## src/hdl/utx_pkg.sv

```systemverilog
// utx_pkg: shared types and constants for the uart transmitter with fifo
// no dependencies; imported by the interfaces and every module of the block but utx_ram

package utx_pkg;

  // frame format and field widths
  localparam int unsigned DATA_BITS  = 8;
  localparam int unsigned COUNT_W    = 6;
  localparam int unsigned BIT_CNT_W  = 4;

  // command codes carried on the input channel
  typedef enum logic {
    OP_WRITE = 1'b0,
    OP_TICK  = 1'b1
  } utx_op_e;

  // frame phase, one-hot
  typedef enum logic [3:0] {
    PH_IDLE  = 4'b0001,
    PH_START = 4'b0010,
    PH_DATA  = 4'b0100,
    PH_STOP  = 4'b1000
  } utx_phase_e;

  // one classified command
  typedef struct packed {
    utx_op_e                op;
    logic [DATA_BITS-1:0]   data;
  } utx_cmd_t;

  // head of the command queue as seen by the back end
  typedef struct packed {
    logic      valid;
    utx_cmd_t  cmd;
  } utx_cmdq_t;

endpackage

```

## src/hdl/utx_if.sv

```systemverilog
// utx_if: valid/ready channel interfaces for commands in and status out
// depends on utx_pkg for field widths

interface utx_cmd_if
  import utx_pkg::*;
();
  logic                  valid;
  logic                  ready;
  logic                  opcode;
  logic [DATA_BITS-1:0]  data_byte;

  modport source (output valid, output opcode, output data_byte, input ready);
  modport sink   (input valid, input opcode, input data_byte, output ready);
endinterface

interface utx_rsp_if
  import utx_pkg::*;
();
  logic                valid;
  logic                ready;
  logic                line_level;
  logic                write_accepted;
  logic [COUNT_W-1:0]  fifo_count;
  logic                sending;

  modport source (output valid, output line_level, output write_accepted,
                  output fifo_count, output sending, input ready);
  modport sink   (input valid, input line_level, input write_accepted,
                  input fifo_count, input sending, output ready);
endinterface

```

## src/hdl/utx_ram.sv

```systemverilog
// utx_ram: generic single-write, single-read ram with registered read data
// no dependencies

module utx_ram #(
  parameter int unsigned WIDTH = 8,
  parameter int unsigned DEPTH = 64
) (
  input  logic                      clk,
  input  logic                      we,
  input  logic [$clog2(DEPTH)-1:0]  waddr,
  input  logic [WIDTH-1:0]          wdata,
  input  logic [$clog2(DEPTH)-1:0]  raddr,
  output logic [WIDTH-1:0]          rdata
);

  logic [WIDTH-1:0] mem [DEPTH];

  // write port and registered read port
  always_ff @(posedge clk) begin
    if (we) begin
      mem[waddr] <= wdata;
    end
    rdata <= mem[raddr];
  end

endmodule

```

## src/hdl/utx_front.sv

```systemverilog
// utx_front: accepts command beats, decodes the opcode and holds them in a
// two-entry queue for the back end; depends on utx_pkg and utx_cmd_if

module utx_front
  import utx_pkg::*;
(
  input  logic           clk,
  input  logic           rst,
  utx_cmd_if.sink        cmd,
  output utx_cmdq_t      head,
  input  logic           pop
);

  utx_cmd_t    slot [2];
  logic        wr_idx;
  logic        rd_idx;
  logic [1:0]  count;
  logic        push;
  utx_cmd_t    decoded;

  assign cmd.ready = (count != 2'd2);
  assign push      = cmd.valid && cmd.ready;

  // classify the incoming beat
  always_comb begin
    decoded.op   = utx_op_e'(cmd.opcode);
    decoded.data = (decoded.op == OP_WRITE) ? cmd.data_byte : '0;
  end

  // queue storage
  always_ff @(posedge clk) begin
    if (push) begin
      slot[wr_idx] <= decoded;
    end
  end

  // queue pointers and fill count
  always_ff @(posedge clk) begin
    if (rst) begin
      wr_idx <= 1'b0;
      rd_idx <= 1'b0;
      count  <= 2'd0;
    end else begin
      if (push) begin
        wr_idx <= ~wr_idx;
      end
      if (pop) begin
        rd_idx <= ~rd_idx;
      end
      count <= count + {1'b0, push} - {1'b0, pop};
    end
  end

  assign head.valid = (count != 2'd0);
  assign head.cmd   = slot[rd_idx];

endmodule

```

## src/hdl/utx_back.sv

```systemverilog
// utx_back: byte fifo, 8n1 frame sequencer and result register
// depends on utx_pkg, utx_rsp_if and utx_ram

module utx_back
  import utx_pkg::*;
#(
  parameter int unsigned FIFO_DEPTH = 64
) (
  input  logic       clk,
  input  logic       rst,
  input  utx_cmdq_t  head,
  output logic       pop,
  utx_rsp_if.source  rsp
);

  localparam int unsigned PTR_W = $clog2(FIFO_DEPTH);

  logic [PTR_W-1:0]      wp, wp_next;
  logic [PTR_W-1:0]      rp, rp_next;
  logic [DATA_BITS-1:0]  shift_byte, shift_byte_next, shift_eff;
  logic [BIT_CNT_W-1:0]  bit_count, bit_count_next;
  utx_phase_e            phase, phase_next;
  logic                  line_reg, line_reg_next;
  logic                  pend, pend_next;
  logic                  accepted;
  logic                  go;
  logic                  ram_we;
  logic [DATA_BITS-1:0]  ram_rdata;

  function automatic logic [PTR_W-1:0] ptr_inc(input logic [PTR_W-1:0] p);
    return (p == PTR_W'(FIFO_DEPTH - 1)) ? '0 : p + PTR_W'(1);
  endfunction

  function automatic logic [PTR_W-1:0] level(input logic [PTR_W-1:0] w,
                                             input logic [PTR_W-1:0] r);
    return (w >= r) ? (w - r) : (PTR_W'(FIFO_DEPTH) - (r - w));
  endfunction

  // byte store, read at the read pointer every cycle
  utx_ram #(
    .WIDTH (DATA_BITS),
    .DEPTH (FIFO_DEPTH)
  ) u_ram (
    .clk   (clk),
    .we    (ram_we),
    .waddr (wp),
    .wdata (head.cmd.data),
    .raddr (rp),
    .rdata (ram_rdata)
  );

  // run one command when the result register is free
  assign go  = head.valid && (!rsp.valid || rsp.ready);
  assign pop = go;

  // a frame started from the store takes its byte from the registered ram read in the next cycle
  assign shift_eff = pend ? ram_rdata : shift_byte;

  // frame sequencer and fifo update
  always_comb begin
    wp_next         = wp;
    rp_next         = rp;
    shift_byte_next = shift_eff;
    bit_count_next  = bit_count;
    phase_next      = phase;
    line_reg_next   = line_reg;
    pend_next       = 1'b0;
    accepted        = 1'b0;
    ram_we          = 1'b0;
    if (go) begin
      if (head.cmd.op == OP_WRITE) begin
        if (ptr_inc(wp) != rp) begin
          ram_we   = 1'b1;
          wp_next  = ptr_inc(wp);
          accepted = 1'b1;
          // idle means the fifo was empty, so this byte goes out at once
          if (phase == PH_IDLE) begin
            shift_byte_next = head.cmd.data;
            rp_next         = ptr_inc(rp);
            bit_count_next  = '0;
            line_reg_next   = 1'b0;
            phase_next      = PH_START;
          end
        end
      end else begin
        unique case (phase)
          PH_IDLE: begin
          end
          PH_START: begin
            line_reg_next   = shift_eff[0];
            shift_byte_next = shift_eff >> 1;
            bit_count_next  = BIT_CNT_W'(1);
            phase_next      = PH_DATA;
          end
          PH_DATA: begin
            if (bit_count >= BIT_CNT_W'(DATA_BITS)) begin
              phase_next    = PH_STOP;
              line_reg_next = 1'b1;
            end else begin
              line_reg_next   = shift_eff[0];
              shift_byte_next = shift_eff >> 1;
              bit_count_next  = bit_count + BIT_CNT_W'(1);
            end
          end
          PH_STOP: begin
            if (wp != rp) begin
              pend_next      = 1'b1;
              rp_next        = ptr_inc(rp);
              bit_count_next = '0;
              line_reg_next  = 1'b0;
              phase_next     = PH_START;
            end else begin
              phase_next = PH_IDLE;
            end
          end
          default: begin
            phase_next = PH_IDLE;
          end
        endcase
      end
    end
  end

  // transmitter state
  always_ff @(posedge clk) begin
    if (rst) begin
      wp         <= '0;
      rp         <= '0;
      shift_byte <= '0;
      bit_count  <= '0;
      phase      <= PH_IDLE;
      line_reg   <= 1'b1;
      pend       <= 1'b0;
    end else begin
      wp         <= wp_next;
      rp         <= rp_next;
      shift_byte <= shift_byte_next;
      bit_count  <= bit_count_next;
      phase      <= phase_next;
      line_reg   <= line_reg_next;
      pend       <= pend_next;
    end
  end

  // result register valid
  always_ff @(posedge clk) begin
    if (rst) begin
      rsp.valid <= 1'b0;
    end else if (go) begin
      rsp.valid <= 1'b1;
    end else if (rsp.ready) begin
      rsp.valid <= 1'b0;
    end
  end

  // result register payload
  always_ff @(posedge clk) begin
    if (go) begin
      rsp.line_level     <= line_reg_next;
      rsp.write_accepted <= accepted;
      rsp.fifo_count     <= COUNT_W'(level(wp_next, rp_next));
      rsp.sending        <= (phase_next != PH_IDLE);
    end
  end

endmodule

```

## src/hdl/uart_tx_with_fifo_top.sv

```systemverilog
// uart_tx_with_fifo_top: 8n1 serial transmitter fed from a byte fifo
// depends on utx_pkg, utx_if, utx_front, utx_back and utx_ram
//
// usage:
//   cmd channel: one beat per command; opcode write stores data_byte in the
//     fifo (and starts a frame at once when the line is idle), opcode tick
//     advances the line by one bit period (start, 8 data bits lsb first, stop)
//   rsp channel: exactly one beat per command, in order, giving the line level,
//     whether a write was stored, the fifo fill and whether a frame is running
//   a write to a full fifo (FIFO_DEPTH-1 bytes waiting) is dropped and
//     reported with write_accepted low
//   flow: an accepted command is held in the command queue and its result in
//     the result register; one command per cycle is sustained while rsp.ready
//     stays high, set by the combinational sequencer step and the one-write, one-read fifo ram
//   a frame restarted from the fifo reads its byte from the ram on the next
//     cycle, in time for the following tick
//   reset: line high, fifo empty, queue and result register empty; no
//     clearing pass, the block takes commands in the first cycle after reset
//   receiver stall: the result register holds; the two-entry command queue
//     keeps taking beats until it fills, then cmd.ready drops

module uart_tx_with_fifo_top
  import utx_pkg::*;
#(
  parameter int unsigned FIFO_DEPTH = 64
) (
  input  logic       clk,
  input  logic       rst,
  utx_cmd_if.sink    cmd,
  utx_rsp_if.source  rsp
);

  utx_cmdq_t  head;
  logic       pop;

  // accept and decode side
  utx_front u_front (
    .clk  (clk),
    .rst  (rst),
    .cmd  (cmd),
    .head (head),
    .pop  (pop)
  );

  // fifo and line side
  utx_back #(
    .FIFO_DEPTH (FIFO_DEPTH)
  ) u_back (
    .clk  (clk),
    .rst  (rst),
    .head (head),
    .pop  (pop),
    .rsp  (rsp)
  );

endmodule

```

## src/flat_wrapper.sv

```systemverilog
// flat-port wrapper written by rule: the top's interface ports become plain ports
module uart_tx_with_fifo_top_flat import utx_pkg::*;
#(
  parameter int unsigned FIFO_DEPTH = 64
)
  (clk, rst, cmd_valid, cmd_opcode, cmd_data_byte, cmd_ready, rsp_valid, rsp_line_level, rsp_write_accepted, rsp_fifo_count, rsp_sending, rsp_ready);
  utx_cmd_if cmd_i ();
  utx_rsp_if rsp_i ();
  input  logic clk;
  input  logic rst;
  input wire logic [$bits(cmd_i.valid)-1:0] cmd_valid;
  input wire logic [$bits(cmd_i.opcode)-1:0] cmd_opcode;
  input wire logic [$bits(cmd_i.data_byte)-1:0] cmd_data_byte;
  output wire logic [$bits(cmd_i.ready)-1:0] cmd_ready;
  output wire logic [$bits(rsp_i.valid)-1:0] rsp_valid;
  output wire logic [$bits(rsp_i.line_level)-1:0] rsp_line_level;
  output wire logic [$bits(rsp_i.write_accepted)-1:0] rsp_write_accepted;
  output wire logic [$bits(rsp_i.fifo_count)-1:0] rsp_fifo_count;
  output wire logic [$bits(rsp_i.sending)-1:0] rsp_sending;
  input wire logic [$bits(rsp_i.ready)-1:0] rsp_ready;
  assign cmd_i.valid = cmd_valid;
  assign cmd_i.opcode = cmd_opcode;
  assign cmd_i.data_byte = cmd_data_byte;
  assign cmd_ready = cmd_i.ready;
  assign rsp_valid = rsp_i.valid;
  assign rsp_line_level = rsp_i.line_level;
  assign rsp_write_accepted = rsp_i.write_accepted;
  assign rsp_fifo_count = rsp_i.fifo_count;
  assign rsp_sending = rsp_i.sending;
  assign rsp_i.ready = rsp_ready;
  uart_tx_with_fifo_top #(.FIFO_DEPTH(FIFO_DEPTH)) u_core (.clk(clk), .rst(rst), .cmd(cmd_i), .rsp(rsp_i));
endmodule
```

## config.mk

```make
export PLATFORM = sky130hd
export DESIGN_NAME = uart_tx_with_fifo_top_flat
export DESIGN_NICKNAME = d
export VERILOG_FILES = /design/src/hdl/utx_pkg.sv /design/src/hdl/utx_if.sv /design/src/hdl/utx_ram.sv /design/src/hdl/utx_front.sv /design/src/hdl/utx_back.sv /design/src/hdl/uart_tx_with_fifo_top.sv /design/src/flat_wrapper.sv
export SDC_FILE = /design/constraint.sdc
export NUM_CORES = 1
export LEC_CHECK = 0
export ABC_AREA = 1
export BUFFER_PORTS_ARGS = -buffer_cell sky130_fd_sc_hd__buf_2
export CORE_MARGIN = 2
export CORE_UTILIZATION = 45
export CTS_CLUSTER_DIAMETER = 60
export DETAILED_ROUTE_END_ITERATION = 6
export HOLD_SLACK_MARGIN = 0.06
export SLEW_MARGIN = 20
export SYNTH_ARGS = -nofsm -noshare
export SYNTH_HDL_FRONTEND = slang
export SYNTH_SLANG_ARGS = --single-unit
```

## constraint.sdc

```tcl
create_clock -name clk -period 4.2 [get_ports clk]
set_clock_uncertainty 0.15 [all_clocks]
set_input_delay 0.42 -clock clk [delete_from_list [all_inputs] [get_ports clk]]
set_output_delay 0.42 -clock clk [all_outputs]
set_load 0.01 [all_outputs]
```

==> impl_metrics.json, run 1 <==
{
  "relSlewSlack_pct": 26.5,
  "finish.utilization_pct": 51.5,
  "p_per_area_mw_per_mm2": 744,
  "largest_reg_flops": 512,
  "hpwl_mm": 36.4,
  "avgSynthCellArea_um2": 11.5,
  "ant_nets": 0,
  "synth_top_area_share_pct": 67.1,
  "drt-met1-wl_mm": 28.0,
  "synth.area.top_cells": "edfxtp_1 (67%), o21ai_0 (6.9%), nor2_1 (6.7%)",
  "drc_errors": 0,
  "cts_made_buffers": 60,
  "cp.arrival_ns": 3.90,
  "clk_path_buf_depth": 3,
  "path_cells": "ha_1, nand2_1, inv_1, nand2_1, nand3_1, nand2_1, nand2_1, nor2_1, nand2_4, nand2_4, or2_1, nand2_1, nand2_1, nand2_1, ha_1, a21oi_1, nand2_1, a21oi_1, inv_1, a21oi_1, nand3b_1, nand3_1, nand2_1, inv_1",
  "cp.required_ns": 4.45,
  "dr_wl_met2_mm": 28.1,
  "fmax_mhz": 273,
  "viasPerCell": 5.75,
  "clk_pin_slew_ns": 0.06,
  "final_common_cell": "edfxtp_1",
  "maxSlewViolCount": 0,
  "syn_inst": 2089,
  "crit_slowest_cell": "dfxtp_2",
  "setup_tns_ns": 0,
  "crit_type": "reg -> reg",
  "cts_tree": "done",
  "syn-cell-area_mm2": 0.0241,
  "highest_layer": "met5",
  "synth_ff_type": "edfxtp_1",
  "cp_slowest_stage_delay_ns": 0.36,
  "crit_fanout": 20,
  "io_buffers": 23,
  "cts-htree-levels": 2,
  "status": "finished clean",
  "regMostFlops": "u_core.u_back.u_ram.mem",
  "synth_seq_area_share_pct": 70.8,
  "dp_slack_ns": 0.534,
  "clk-insertion-delay-late_ns": 0.63,
  "gp_congestion": 0.900,
  "path_common_cell": "nand2_1",
  "cp-end-kind": "flip-flop",
  "setup_slack_ns": 0.543,
  "setup_violations": 0,
  "coreArea_mm2": 0.0528,
  "antenna_found_initial": 1,
  "tightest_slew_ns": 1.10,
  "finalCritPeriodShare_pct": 87.1,
  "fp-row-count": 84,
  "die_h_um": 235,
  "critPathLaunchType": "flip-flop",
  "p_leak_nw": 9.24,
  "synth-async-reset-ratio_pct": 0,
  "final_cells": 2854,
  "ys_types": 41,
  "layout_common_cells": "edfxtp_1 (539), nor2_1 (432), o21ai_0 (331)",
  "maxCapViolCount": 0,
  "largestRegisters": "u_core.u_back.u_ram.mem x512, u_core.u_front.slot x18",
  "critical_path_buf_inv_count": 3,
  "start_util_pct": 45.7,
  "numClockSinks": 583,
  "grt_pass1_wl_mm": 94.8,
  "synth_top_cell_by_area": "edfxtp_1",
  "wl_mm": 62.8,
  "drtPass1Iterations": 6,
  "grt_usage_pct": 22.4,
  "die_area_mm2": 0.0554,
  "nNetsFinal": 2139,
  "hold_viol_final": 0,
  "ys_warn_count": 0,
  "ys_seq_elements": 583,
  "layout-drive-gt1-share_pct": 9.83,
  "met3_length_mm": 4.39,
  "fin_crit_ns": 3.66,
  "ios": 24,
  "max-vdd-ir-drop_mv": 0.512,
  "num_vias": 16397,
  "die_w_um": 235,
  "detail_route.iter0.violations": 1779,
  "dp_cells": 2728,
  "root_buffer": "clkbuf_16",
  "grt_setup_unrepaired": "false",
  "synth_edf_count": 539,
  "grt_start_max_net_pins": 130,
  "syn-num-nets": 2114,
  "hold_class": "in -> reg",
  "grt_pass1_vias": 15434,
  "grt_overflow": 0,
  "n_antenna_cell": 0,
  "post_drt_wl_per_cell_um": 22.0,
  "critPathTopFamily": "simple AND/OR/NAND/NOR gates",
  "area_growth_pct": 12.6,
  "hold_ws_ns": 0.149
}
layout make-up:
| type | instances | area [um^2] |
|---|---|---|
| clock buffer | 74 | 1630 |
| clock inverter | 40 | 348 |
| fill | 4485 | 25600 |
| inverter | 68 | 262 |
| multi-input combinational | 1307 | 6270 |
| sequential | 583 | 17100 |
| tap | 688 | 861 |
| timing repair buffer | 94 | 703 |
cells by family (layout without fill, tap and decap cells):
kind of cell / count (synthesis) / count (layout) / share of synthesized area, %
compound gates: 559 / 559 / 12.9
flops: 583 / 583 / 70.8
xor+xnor: 7 / 7 / 0.254
buf+inv: 199 / 276 / 3.30
simple gates: 726 / 726 / 12.0
fa+ha+maj: 12 / 12 / 0.654
mux: 3 / 3 / 0.125
report_power, final:
group / total (W) / leakage, nW / switching (W) / internal, W
sequential: 0.00769 / 5.25 / 0.000234 / 0.00745
clock: 0.00528 / 0.972 / 0.00222 / 0.00306
combinational: 0.00722 / 3.02 / 0.00528 / 0.00194
routing by layer:
layer	track usage, %	vias up
li1	-	7624
met3	3.82	124
met2	34.2	603
met5	0	-
met1	32.0	8044
met4	8.99	2
cell usage after synthesis, types with 13 or more instances:
cell type  count
nand2_1      213
dfxtp_1       44
nand4_1       13
inv_1         61
nand3_1       43
o211ai_1      22
buf_2         20
nor2_1       432
a21oi_1       36
edfxtp_1     539
o221ai_1      15
o22ai_1      138
o21ai_0      331
clkbuf_1     103
what timing repair did:
item | in CTS | in global routing
hold buffers | 12 | 0
setup endpoints to repair | 0 | 1
gates resized for setup | 0 | 2
setup buffers | 0 | 0
endpoints found under the hold margin | 20 | 0
metrics by stage:
stage / power [W] / area [um^2]
global route: 0.0212 / 27100
detailed placement: 0.0150 / 25100
CTS: 0.0203 / 27100
global placement: 0.0149 / 25100
floorplan: 0.0124 / 24100
finish: 0.0202 / 27100
final timing paths:
kind | startpoint | to | slack (ns) | cells after the start
hold / removal | rst | u_core.u_back.phase[2] | 0.15 | 2
setup reg to reg | u_core.u_back.wp[0] | u_core.u_back.rsp.fifo_count[5] | 0.54 | 24
hold reg to reg | u_core.u_back.bit_count[3] | u_core.u_back.bit_count[3] | 0.32 | 2
setup / recovery | u_core.u_back.wp[0] | u_core.u_back.rsp.fifo_count[5] | 0.54 | 24
Note: power is estimated with default switching activity, not from simulation.
==> inputs of run 2 (changes only) <==
--- a/config.mk
+++ b/config.mk
@@ -15,4 +15,5 @@
 export SLEW_MARGIN = 20
 export SYNTH_ARGS = -nofsm -noshare
 export SYNTH_HDL_FRONTEND = slang
+export SYNTH_HIERARCHICAL = 1
 export SYNTH_SLANG_ARGS = --single-unit
==> constraint.sdc (replaced) <==
create_clock -name clk -period 4.2 [get_ports clk]
set_clock_uncertainty 0.15 [all_clocks]
set_input_delay 0.42 -clock clk [delete_from_list [all_inputs] [get_ports clk]]
set_output_delay 0.42 -clock clk [all_outputs]
set_load 0.005 [all_outputs]
==> run 2 against run 1 <==
  * Critical path depth is 1 lower
  * Worst setup slack worse by 0.097 ns
  * Cell area is 3.6% higher
  * Clock power is 7.0% lower
  * Hold slack worse by 0.019 ns
  * Largest cell class unchanged
  * Clock-buffer cell count is 1 lower
  * Maximum frequency is 2.6% lower
  * Cell count is 13% higher
==> impl_metrics.json, run 2 <==
{
  "highest_layer": "met4",
  "met3_length_mm": 3.93,
  "die_area_mm2": 0.0582,
  "nNetsFinal": 2448,
  "syn_inst": 2363,
  "critPathLaunchType": "flip-flop",
  "ys_seq_elements": 583,
  "largestRegisters": "u_core/u_back/u_ram/mem x512, u_core/u_front/slot x18",
  "synth_ff_type": "edfxtp_1",
  "io_buffers": 23,
  "clk_pin_slew_ns": 0.06,
  "layout_common_cells": "nand2_1 (821), edfxtp_1 (539), nand3_1 (488)",
  "drt-met1-wl_mm": 27.3,
  "cts_tree": "done",
  "finalCritPeriodShare_pct": 89.4,
  "ys_types": 42,
  "relSlewSlack_pct": 27.7,
  "setup_violations": 0,
  "crit_fanout": 16,
  "synth_seq_area_share_pct": 67.4,
  "avgSynthCellArea_um2": 10.7,
  "fp-row-count": 86,
  "synth.area.top_cells": "edfxtp_1 (64%), nand2_1 (12%), nand3_1 (9.6%)",
  "coreArea_mm2": 0.0553,
  "synth_top_cell_by_area": "edfxtp_1",
  "die_h_um": 241,
  "ys_warn_count": 6,
  "drtPass1Iterations": 6,
  "cts_setup_buffers": 0,
  "setup_slack_ns": 0.446,
  "detail_route.iter0.violations": 1611,
  "synth_common_cells": "nand2_1 (821), edfxtp_1 (539), nand3_1 (488), nor2_1 (105), inv_1 (79)",
  "grt_usage_pct": 22.0,
  "cp-end-kind": "flip-flop",
  "grt_start_max_net_pins": 161,
  "numClockSinks": 583,
  "hpwl_mm": 36.1,
  "total_power_w": 0.0198,
  "path_cells": "nand3_1, inv_1, nand2_1, nand3_1, nand2_1, nand2_1, nand2_2, nand2_4, nand2_2, inv_2, nand2_1, o21ai_1, inv_1, ha_1, a21oi_1, o21ai_0, a21o_1, a21oi_1, inv_1, nand3_1, nand2_1, nand2_1, nand2_1",
  "gp_congestion": 0.901,
  "path_common_cell": "nand2_1",
  "viasPerCell": 5.40,
  "grt_overflow": 0,
  "final_common_cell": "nand2_1",
  "cts-htree-levels": 2,
  "wl_mm": 62.6,
  "p_leak_nw": 10.6,
  "post_drt_wl_per_cell_um": 19.4,
  "tightest_slew_ns": 1.08,
  "drc_errors": 0,
  "ios": 24,
  "area_growth_pct": 11.1,
  "largest_reg_flops": 512,
  "die_w_um": 241,
  "layout-drive-gt1-share_pct": 10.2,
  "num_vias": 17389,
  "maxSlewViolCount": 0,
  "syn-cell-area_mm2": 0.0253,
  "start_util_pct": 45.8,
  "synth-async-reset-ratio_pct": 0,
  "status": "finished clean",
  "regMostFlops": "u_core/u_back/u_ram/mem",
  "crit_type": "reg -> reg",
  "grt_pass1_vias": 16605,
  "cp.arrival_ns": 3.98,
  "synth_top_area_share_pct": 63.9,
  "fin_crit_ns": 3.75,
  "maxCapViolCount": 0,
  "grt_pass1_wl_mm": 97.5,
  "synth_edf_count": 539,
  "grt_setup_unrepaired": "false",
  "hold_class": "in -> reg",
  "root_buffer": "clkbuf_16",
  "synth.most_common_cell": "nand2_1",
  "p_per_area_mw_per_mm2": 706,
  "setup_tns_ns": 0,
  "cp_slowest_stage_delay_ns": 0.53,
  "clk-insertion-delay-late_ns": 0.63,
  "cts_made_buffers": 59,
  "clk_path_buf_depth": 3,
  "dr_wl_met2_mm": 29.6,
  "cp.required_ns": 4.42,
  "crit_slowest_cell": "dfxtp_2",
  "max-vdd-ir-drop_mv": 0.590,
  "syn-num-nets": 2387,
  "ant_nets": 0,
  "hold_viol_final": 0,
  "dp_slack_ns": 0.294,
  "fmax_mhz": 266,
  "antenna_found_initial": 1
}
## run 2: changes by cell type after synthesis, moves of 23 or more
| cell | before | now |
|---|---|---|
| nand2_1 | 213 | 821 |
| nand3_1 | 43 | 488 |
| nor2_1 | 432 | 105 |
| o21ai_0 | 331 | 21 |
| o22ai_1 | 138 | 0 |
| clkbuf_1 | 103 | 23 |
| buf_6 | 2 | 40 |
| buf_2 | 20 | 43 |
## run 2: layer usage
layer	GRT usage, %	up-vias
li1	-	8246
met1	30.9	8461
met2	35.8	574
met3	2.78	108
met4	7.22	0
met5	0	-
## run 2: through the flow
step | cell area, um^2 | util, % | hold slack, ns | std cells
finish | 28100 | 50.9 | 0.129 | 3222
CTS | 28100 | 50.9 | 0.127 | 3221
floorplan | 25300 | - | 0.291 | 2363
detailed placement | 26200 | 47.4 | 0.340 | 3099
global placement | 26200 | 47.4 | 0.315 | 3099
global route | 28100 | 50.9 | 0.152 | 3221
## run 2: report_power, final
group | switching [W] | internal, W | leakage, nW | total, W
combinational | 0.00549 | 0.00205 | 4.47 | 0.00755
clock | 0.00217 | 0.00273 | 0.876 | 0.00491
sequential | 0.000188 | 0.00721 | 5.24 | 0.00739
total | 0.00785 | 0.0120 | 10.6 | 0.0198
## run 2: path summary, 6_finish.rpt
kind                                            startpoint                               to  slack, ns  depth (start not counted)
worst min-delay path                                   rst           u_core/u_back/phase[1]       0.13                          2
worst max register to register         u_core/u_back/wp[2]  u_core/u_back/rsp.fifo_count[5]       0.45                         23
worst max-delay path                   u_core/u_back/wp[2]  u_core/u_back/rsp.fifo_count[5]       0.45                         23
worst min register to register  u_core/u_back/bit_count[3]       u_core/u_back/bit_count[3]       0.35                          2
## run 2: repair_timing
item,CTS,global route
setup endpoints to repair,0,1
resized for setup,0,1
hold endpoints to repair,21,0
hold buffers,12,0
## run 2: cells by family (layout without fill, tap and decap cells)
group / Yosys count / in the layout / synth area share, %
AOI/OAI and AO/OA: 63 / 63 / 1.37
other: 0 / 1 / 0
buffers and inverters: 222 / 332 / 5.02
and+or+nand+nor: 1464 / 1464 / 24.7
muxes: 10 / 10 / 0.573
xor gates and xnor gates: 10 / 10 / 0.346
DFF: 583 / 583 / 67.4
adders and majority gates: 11 / 11 / 0.573
## run 2: cell type report
type	count	area [um^2]
Fill cell	4960	27200
Sequential cell	583	17100
Multi-Input combinational cell	1558	6980
Clock buffer	73	1550
Timing Repair Buffer	133	996
Tap cell	748	936
Inverter	89	343
Clock inverter	37	245
Antenna cell	1	2.50
## run 2: critical path: cells and delay by family, from the launching register on
| kind | cells | cell delay [ns] |
|---|---|---|
| simple gates | 13 | 1.21 |
| compound gates | 5 | 0.78 |
| buf+inv | 4 | 0.46 |
| fa+ha+maj | 1 | 0.36 |
| flops | 1 | 0.53 |
